`config.mk`:
```
export PLATFORM = sky130hd
export DESIGN_NAME = dual_encoder_position_period_core_flat
export DESIGN_NICKNAME = d
export VERILOG_FILES = /design/src/rtl/core/dep_pkg.sv /design/src/rtl/core/dep_if.sv /design/src/rtl/core/dual_encoder_position_period_core.sv /design/src/rtl/core/dep_channel.sv /design/src/flat_wrapper.sv
export SDC_FILE = /design/constraint.sdc
export NUM_CORES = 1
export LEC_CHECK = 0
export BUFFER_PORTS_ARGS = -buffer_cell sky130_fd_sc_hd__buf_2
export CORE_MARGIN = 2
export CORE_UTILIZATION = 45
export DETAILED_ROUTE_END_ITERATION = 7
export PLACE_DENSITY = 0.64
export SLEW_MARGIN = 20
export SYNTH_ARGS = -nofsm -noshare
export SYNTH_HDL_FRONTEND = slang
export SYNTH_SLANG_ARGS = --single-unit
export TNS_END_PERCENT = 30
```
`constraint.sdc`:
```
create_clock -name clock -period 8.9 [get_ports clock]
set_input_delay 0.89 -clock clock [delete_from_list [all_inputs] [get_ports clock]]
set_output_delay 0.89 -clock clock [all_outputs]
set_load 0.02 [all_outputs]
```
`src/rtl/core/dep_pkg.sv`:
```
// dep_pkg: event codes, constants and shared types of the dual encoder
// position and period core; no dependencies
package dep_pkg;

   localparam logic [1:0] EVT_OVERFLOW = 2'd0;
   localparam logic [1:0] EVT_LEFT     = 2'd1;
   localparam logic [1:0] EVT_RIGHT    = 2'd2;

   localparam logic [15:0] STOPPED_PERIOD = 16'hFFFF;
   localparam logic [7:0]  COUNT_MAX      = 8'd255;
   localparam logic [7:0]  STALL_RESET    = 8'd2;

   // per channel update strobe from the core to a channel tracker
   typedef struct packed {
      logic        hit;
      logic        tick;
      logic        forward;
      logic [15:0] capture;
   } chan_ctl_type;

   // state after the update, as the result shows it
   typedef struct packed {
      logic signed [31:0] position;
      logic [15:0]        period;
   } chan_view_type;

endpackage

```
`src/rtl/core/dep_if.sv`:
```
// dep_if: valid/ready channel interfaces for event requests and results
// depends on nothing
interface dep_req_if;
   logic        valid;
   logic        ready;
   logic [1:0]  req_type;
   logic [15:0] capture_value;
   logic        forward;

   modport source (output valid, output req_type, output capture_value,
                   output forward, input ready);
   modport sink (input valid, input req_type, input capture_value,
                 input forward, output ready);
endinterface

interface dep_rsp_if;
   logic               valid;
   logic               ready;
   logic signed [31:0] left_position;
   logic signed [31:0] right_position;
   logic [15:0]        left_period;
   logic [15:0]        right_period;

   modport source (output valid, output left_position, output right_position,
                   output left_period, output right_period, input ready);
   modport sink (input valid, input left_position, input right_position,
                 input left_period, input right_period, output ready);
endinterface

```
`src/rtl/core/dual_encoder_position_period_core.sv`:
```
// dual_encoder_position_period_core: two-channel encoder position and period tracker
// depends on dep_pkg, dep_if (dep_req_if, dep_rsp_if) and dep_channel
//
//   channel  direction  handshake         payload
//   req_if   in         valid/ready       req_type, capture_value, forward
//   rsp_if   out        valid/ready       left/right position, left/right period
//   csr      in         write enable      stall_overflows (8 bits)
//
// one event per cycle sustained while rsp_if.ready holds; each event passes the input register
// and then the result register, from which it is offered and can transfer out at the following edge
// reset clears all channel state, both stage valids, and loads stall_overflows with 2
// a stalled result holds in the result register while one more event waits in
// the input register; req_if.ready drops only when both are full
module dual_encoder_position_period_core (
   input  logic        clock,
   input  logic        reset,
   dep_req_if.sink     req_if,
   dep_rsp_if.source   rsp_if,
   input  logic        csr_write_en,
   input  logic [7:0]  csr_write_data
);

   logic        in_valid_ff, in_valid_in;
   logic [1:0]  in_type_ff;
   logic [15:0] in_capture_ff;
   logic        in_forward_ff;
   logic        out_valid_ff, out_valid_in;
   logic [7:0]  stall_ff;
   logic        advance;
   logic        req_take;

   dep_pkg::chan_ctl_type  left_ctl, right_ctl;
   dep_pkg::chan_view_type left_view, right_view;

   logic signed [31:0] left_position_ff, right_position_ff;
   logic [15:0]        left_period_ff, right_period_ff;

   assign advance  = in_valid_ff && (!out_valid_ff || rsp_if.ready);
   assign req_take = req_if.valid && req_if.ready;
   assign req_if.ready = !in_valid_ff || advance;

   always_comb begin
      in_valid_in = in_valid_ff;
      if (req_take) begin
         in_valid_in = 1'b1;
      end else if (advance) begin
         in_valid_in = 1'b0;
      end
      out_valid_in = out_valid_ff;
      if (advance) begin
         out_valid_in = 1'b1;
      end else if (rsp_if.ready) begin
         out_valid_in = 1'b0;
      end
   end

   always_comb begin
      left_ctl.hit      = advance && (in_type_ff == dep_pkg::EVT_LEFT);
      left_ctl.tick     = advance && (in_type_ff == dep_pkg::EVT_OVERFLOW);
      left_ctl.forward  = in_forward_ff;
      left_ctl.capture  = in_capture_ff;
      right_ctl.hit     = advance && (in_type_ff == dep_pkg::EVT_RIGHT);
      right_ctl.tick    = left_ctl.tick;
      right_ctl.forward = in_forward_ff;
      right_ctl.capture = in_capture_ff;
   end

   dep_channel u_left (
      .clock           (clock),
      .reset           (reset),
      .ctl             (left_ctl),
      .stall_overflows (stall_ff),
      .view            (left_view)
   );

   dep_channel u_right (
      .clock           (clock),
      .reset           (reset),
      .ctl             (right_ctl),
      .stall_overflows (stall_ff),
      .view            (right_view)
   );

   always_ff @(posedge clock) begin
      if (reset) begin
         in_valid_ff  <= 1'b0;
         out_valid_ff <= 1'b0;
         stall_ff     <= dep_pkg::STALL_RESET;
      end else begin
         in_valid_ff  <= in_valid_in;
         out_valid_ff <= out_valid_in;
         if (csr_write_en) begin
            stall_ff <= csr_write_data;
         end
      end
   end

   // payload registers
   always_ff @(posedge clock) begin
      if (req_take) begin
         in_type_ff    <= req_if.req_type;
         in_capture_ff <= req_if.capture_value;
         in_forward_ff <= req_if.forward;
      end
      if (advance) begin
         left_position_ff  <= left_view.position;
         right_position_ff <= right_view.position;
         left_period_ff    <= left_view.period;
         right_period_ff   <= right_view.period;
      end
   end

   assign rsp_if.valid          = out_valid_ff;
   assign rsp_if.left_position  = left_position_ff;
   assign rsp_if.right_position = right_position_ff;
   assign rsp_if.left_period    = left_period_ff;
   assign rsp_if.right_period   = right_period_ff;

   a_advance_fills_output : assert property (@(posedge clock) disable iff (reset)
      advance |=> rsp_if.valid)
      else $error("result register not loaded after a transfer");

   a_zero_threshold_stops : assert property (@(posedge clock) disable iff (reset)
      advance && (in_type_ff == dep_pkg::EVT_OVERFLOW) && (stall_ff == 8'd0)
      |=> (rsp_if.left_period == dep_pkg::STOPPED_PERIOD)
          && (rsp_if.right_period == dep_pkg::STOPPED_PERIOD))
      else $error("overflow with zero threshold did not stop both channels");

   a_reset_empties : assert property (@(posedge clock)
      reset |=> !rsp_if.valid && !in_valid_ff && req_if.ready)
      else $error("pipeline not empty after reset");

endmodule

```
`src/rtl/core/dep_channel.sv`:
```
// dep_channel: position, period and overflow tracking of one encoder channel
// depends on dep_pkg
module dep_channel (
   input  logic                  clock,
   input  logic                  reset,
   input  dep_pkg::chan_ctl_type ctl,
   input  logic [7:0]            stall_overflows,
   output dep_pkg::chan_view_type view
);

   logic signed [31:0] position_ff, position_in;
   logic [15:0]        last_capture_ff, last_capture_in;
   logic [15:0]        period_ff, period_in;
   logic [7:0]         overflow_ff, overflow_in;

   always_comb begin
      position_in     = position_ff;
      last_capture_in = last_capture_ff;
      period_in       = period_ff;
      overflow_in     = overflow_ff;
      if (ctl.hit) begin
         position_in     = ctl.forward ? position_ff + 32'sd1 : position_ff - 32'sd1;
         period_in       = ctl.capture - last_capture_ff;
         last_capture_in = ctl.capture;
         overflow_in     = 8'd0;
      end else if (ctl.tick) begin
         if (overflow_ff < dep_pkg::COUNT_MAX) begin
            overflow_in = overflow_ff + 8'd1;
         end
         if (overflow_in >= stall_overflows) begin
            period_in = dep_pkg::STOPPED_PERIOD;
         end
      end
   end

   always_ff @(posedge clock) begin
      if (reset) begin
         position_ff     <= '0;
         last_capture_ff <= '0;
         period_ff       <= '0;
         overflow_ff     <= '0;
      end else begin
         position_ff     <= position_in;
         last_capture_ff <= last_capture_in;
         period_ff       <= period_in;
         overflow_ff     <= overflow_in;
      end
   end

   assign view.position = position_in;
   assign view.period   = period_in;

endmodule
```
`src/flat_wrapper.sv`:
```
// flat-port wrapper written by rule: the top's interface ports become plain ports
module dual_encoder_position_period_core_flat 
  (clock, reset, csr_write_en, csr_write_data, req_if_valid, req_if_req_type, req_if_capture_value, req_if_forward, req_if_ready, rsp_if_valid, rsp_if_left_position, rsp_if_right_position, rsp_if_left_period, rsp_if_right_period, rsp_if_ready);
  dep_req_if req_if_i ();
  dep_rsp_if rsp_if_i ();
  input  logic clock;
  input  logic reset;
  input  logic csr_write_en;
  input  logic [7:0] csr_write_data;
  input wire logic [$bits(req_if_i.valid)-1:0] req_if_valid;
  input wire logic [$bits(req_if_i.req_type)-1:0] req_if_req_type;
  input wire logic [$bits(req_if_i.capture_value)-1:0] req_if_capture_value;
  input wire logic [$bits(req_if_i.forward)-1:0] req_if_forward;
  output wire logic [$bits(req_if_i.ready)-1:0] req_if_ready;
  output wire logic [$bits(rsp_if_i.valid)-1:0] rsp_if_valid;
  output wire logic [$bits(rsp_if_i.left_position)-1:0] rsp_if_left_position;
  output wire logic [$bits(rsp_if_i.right_position)-1:0] rsp_if_right_position;
  output wire logic [$bits(rsp_if_i.left_period)-1:0] rsp_if_left_period;
  output wire logic [$bits(rsp_if_i.right_period)-1:0] rsp_if_right_period;
  input wire logic [$bits(rsp_if_i.ready)-1:0] rsp_if_ready;
  assign req_if_i.valid = req_if_valid;
  assign req_if_i.req_type = req_if_req_type;
  assign req_if_i.capture_value = req_if_capture_value;
  assign req_if_i.forward = req_if_forward;
  assign req_if_ready = req_if_i.ready;
  assign rsp_if_valid = rsp_if_i.valid;
  assign rsp_if_left_position = rsp_if_i.left_position;
  assign rsp_if_right_position = rsp_if_i.right_position;
  assign rsp_if_left_period = rsp_if_i.left_period;
  assign rsp_if_right_period = rsp_if_i.right_period;
  assign rsp_if_i.ready = rsp_if_ready;
  dual_encoder_position_period_core u_core (.clock(clock), .reset(reset), .req_if(req_if_i), .rsp_if(rsp_if_i), .csr_write_en(csr_write_en), .csr_write_data(csr_write_data));
endmodule
```
== Word-level counts from Yosys, hierarchy flattened ==
Index checks and enable logic that the tools add are counted.

* Register bits after elaboration: 269
* Word-level logic and storage cells: 66
* Input bits: 32
* Output and inout bits: 98

* Reduce and logical (&&, ||, !) cells: 14
* Add/subtract/negate cells: 8
* Magnitude comparators: 4
* Equal/unequal tests: 2
* Mux-type cells: 20

{| class="wikitable"
|+ Operators with widths
! kind !! number
|-
| 32-bit two-way mux || 4
|-
| 16-bit two-way mux || 6
|-
| 32-bit by 2-bit adder with 32-bit output, second input constant || 2
|-
| 32-bit by 2-bit subtractor with 32-bit output, second input constant || 2
|-
| 8-bit two-way mux || 6
|-
| 16-bit subtractor || 2
|-
| 8-bit by 1-bit adder with 8-bit output, second input constant || 2
|-
| 8-bit greater-or-equal comparator || 2
|-
| 8-bit less-than comparator, second input constant || 2
|-
| 1-bit logical AND || 5
|-
| 1-bit two-way mux || 4
|-
| 2-bit nonzero test || 2
|-
| 2-bit OR reduction || 2
|-
| 2-bit by 1-bit == test with 1-bit output, second input constant || 1
|-
| 2-bit == test, second input constant || 1
|-
| 1-bit zero test || 2
|-
| 2-bit zero test || 1
|-
| 1-bit logical OR || 2
|}

== Longest topological paths before layout ==
* Word-level depth: 10
* Depth in mapped cells: 15
* Gate-level depth less buffers: 14

== Hierarchy ==
From an unflattened synthesis, not the netlist that was laid out.

* Cells, all modules: 1489
* Area, all modules: 14984.4 µm²

{| class="wikitable"
|+ Modules (own cells, without submodules)
! module !! cells each !! area an instance (µm²) !! instances !! seq. area each (µm²)
|-
| dep_channel (u_core.u_left) || 692 || 5708.0 || 1 || 1441.4
|-
| dep_channel (u_core.u_right) || 644 || 5407.7 || 1 || 1441.4
|-
| dual_encoder_position_period_core || 153 || 3868.7 || 1 || 3653.5
|}

== Least setup slack after synthesis ==
No wires, ideal clock.

* Kind: input -> register
* Start: input port rsp_if_ready
* End: register u_core.left_period_ff[11], in the netlist u_core.rsp_if.left_period[11], data pin
* Data required time: 8644 ps
* Stages on the path: 8
* Arrival time: 4129 ps
* Setup slack: 4515 ps
* Library setup time: 256 ps
* Path buffers: 3
* Path through: nor2b_1 nand2b_1 inv_1 nand3_1 clkbuf_1 clkbuf_1 clkbuf_1 o22a_1

{| class="wikitable"
|+ RTL lines
! item !! line !! RTL
|-
| start: declaration || flat_wrapper.sv:20 || <nowiki>input wire logic [$bits(rsp_if_i.ready)-1:0] rsp_if_ready;</nowiki>
|-
| end signal: assignment || dual_encoder_position_period_core.sv:108 || <nowiki>left_period_ff <= left_view.period;</nowiki>
|-
| end: declaration || dual_encoder_position_period_core.sv:36 || <nowiki>logic [15:0] left_period_ff, right_period_ff;</nowiki>
|}

==> impl_metrics.yaml <==
run:
  maxCapViolCount: 0
clock_tree:
  post-cts-setup-buffer-count: 0
  cts_max_path_buffers: 3
  clk_pin_slew_worst_paths_ns: 0.06
  clkSinkCount: 269
  cts_tree: "built"
  post_cts_resized: 0
  insertion_delay_ns: 0.56
  hold_buffers: 0
  htreeDepth: 1
  cts_buffers: 30
  cts_root_buf: "clkbuf_16"
placement:
  dp_hpwl_um: 23200
  gp_congestion: 0.856
  io_buffers: 129
  dp_slack_ns: 5.10
  place_area_um2: 15600
critical_path:
  crit_type: "flip-flop to flip-flop"
  path_max_fanout: 63
  arrival_ns: 4.10
  end_kind: "flip-flop"
  required_ns: 9.21
  start_kind: "flip-flop"
floorplan:
  dieArea_um2: 33800
  fp.dieH_um: 184
  row_count: 65
  io_pins: 130
  core_area_um2: 31700
  die_x_um: 184
  start_util_pct: 45.9
cells_and_area:
  stdcell_area_um2: 16600
  n_antenna_cell: 0
  final_cell_mix: "nand2_1, a21oi_1, dfxtp_1"
  final_nets: 1792
  layout_commonest_cell: "nand2_1"
  nFillCells: 2949
  syn_to_final_growth_pct: 13.6
  drive_above_1_share_pct: 14.0
yosys:
  synth.avg_cell_area_um2: 9.44
  synth.area.top_cells: "edfxtp_1, dfxtp_1, ha_1"
  async_flop_share_pct: 0
  synth.distinct_cells: 68
  synth_edf_count: 115
  yosys_warnings: 0
  ys_seq_area_share_pct: 44.9
  ys_ff_latch: 269
  synth_cells: 1543
  yosysTopAreaCellShare_pct: 23.7
  syn_nets: 1687
  synth_top_area_cell: "edfxtp_1"
  synth.cell_area_um2: 14600
  synth_flop_cell: "dfxtp_1"
power:
  vdd_ir_drop_max_uv: 148
  p_seq_share_pct: 46.1
  switching_share_pct: 25.1
  pwr-share-comb_pct: 12.3
  p_int_mw: 2.22
  p_per_area_nw_per_um2: 179
  pwr-share-clk_pct: 41.5
  p_leak_nw: 6.77
  netSwitchingPower_uw: 742
timing:
  hold_viol_final: 0
  slew_headroom_pct: 38.8
  slew_violations: 0
  fmax_mhz: 264
  rsz0062_at_grt: "no"
  period_needed_ns: 3.79
  setup_tns_ns: 0
  fin_ws_ns: 5.11
  tightest_slew_ns: 0.918
  setup_viol: 0
  post-route-period-util_pct: 42.6
  fin_skew_ns: 0.0117
detailed_routing:
  routed_wl_um: 33300
  drtIter0Drc: 708
  ant_nets: 0
  avgRoutedWirePerCell_um: 16.1
  dr.pass1.iters: 5
  post_drt_via_cell_ratio: 5.49
  vias: 11400
  drc: 0
worst_hold_path:
  hp-class: "flip-flop to flip-flop"
grt:
  grt_max_degree: 77
  antenna_found_initial: 0
  grt_pass1_vias: 11000
  grt-ovfl-total: 0
  grt_pass1_wl_um: 54300
  grt_use_total_pct: 19.6
status:
  status: "complete, no violations"
==> routing by layer <==
metal  vias to the layer above  share of wire (%)  global-route usage, %  wire, µm
li1                       5762                  -                      -         -
met1                      5372                 48                   26.4     15900
met2                       208                 46                   33.1     15400
met3                        36                4.2                   2.75      1390
met4                         0                1.9                   4.83       621
met5                         -                  0                      0         0
==> sequential cells by signal, summed over array words and instances, names as in the netlist, 32 cells and up <==
register / cells
u_core.rsp_if.left_position: 32
u_core.rsp_if.right_position: 32
u_core.u_left.position_ff: 32
u_core.u_right.position_ff: 32
==> critical path, stage by stage, from the launching register on <==
cell and delay, ns:
edfxtp_1 0.43, inv_2 0.07, buf_4 0.62, ha_1 0.43, a2111oi_0 0.40, o21ai_1 0.18, a21oi_2 0.33, o21ai_2 0.16
and3_1 0.21, a311oi_1 0.32, xnor2_1 0.13, mux2_2 0.27
==> synth_stat cells (all sizes together), types with 18 or more instances <==
cell and count:
a211oi 20, a21o 35, a21oi 163, and2 53
clkbuf 54, dfxtp 154, edfxtp 115, ha 108
inv 60, mux2 22, nand2 216, nand2b 18
nand3 32, nand4 19, nor2 92, nor3 30
o21ai 68, xnor2 62, xor2 27
==> power groups by stage <==
stage / Sequential, mW / Clock, mW / Combinational (mW)
after floorplan: 1.42 / 0 / 0.240
after global placement: 1.39 / 0 / 0.360
after detailed placement: 1.39 / 0 / 0.364
after CTS: 1.37 / 1.26 / 0.367
after global routing: 1.37 / 1.31 / 0.407
final: 1.37 / 1.23 / 0.365
==> cells by family after synthesis <==
kind of cell,synth area share (%)
AO/OA/AOI/OAI,18.2
XOR/XNOR,5.35
adder cells (fa/ha/maj),9.83
buffers and inverters,3.27
flip-flops,44.9
multiplexers,2.53
AND/OR/NAND/NOR,15.9
==> metrics by stage <==
| step | util (%) | instances | power (mW) | hold WS [ns] |
|---|---|---|---|---|
| finish | 52.2 | 2074 | 2.96 | 0.455 |
| global route | 52.2 | 2074 | 3.09 | 0.473 |
| detailed placement | 49.1 | 2018 | 1.76 | 0.447 |
| global placement | 49.1 | 2018 | 1.75 | 0.442 |
| floorplan | - | 1543 | 1.66 | 0.436 |
| CTS | 52.2 | 2074 | 2.99 | 0.455 |
==> worst paths after layout <==
path / startpoint / to / slack (ns) / cells after the start
worst max-delay path: u_core.in_forward_ff / u_core.rsp_if.left_position[18] / 5.11 / 11
worst min-delay path: u_core.u_right.last_capture_ff[12] / u_core.u_right.last_capture_ff[12] / 0.45 / 2
worst max register to register: u_core.in_forward_ff / u_core.rsp_if.left_position[18] / 5.11 / 11
worst min register to register: u_core.u_right.last_capture_ff[12] / u_core.u_right.last_capture_ff[12] / 0.45 / 2
==> final cells by class <==
cell class | instances | area (µm²) | share of cell area, %
Tap cell | 402 | 503 | 3.04
Clock inverter | 14 | 156 | 0.945
Inverter | 60 | 228 | 1.38
Sequential cell | 269 | 6540 | 39.5
Timing Repair Buffer | 139 | 721 | 4.35
Clock buffer | 42 | 837 | 5.06
Multi-Input combinational cell | 1148 | 7570 | 45.7
Power figures use the tool's default switching activity.
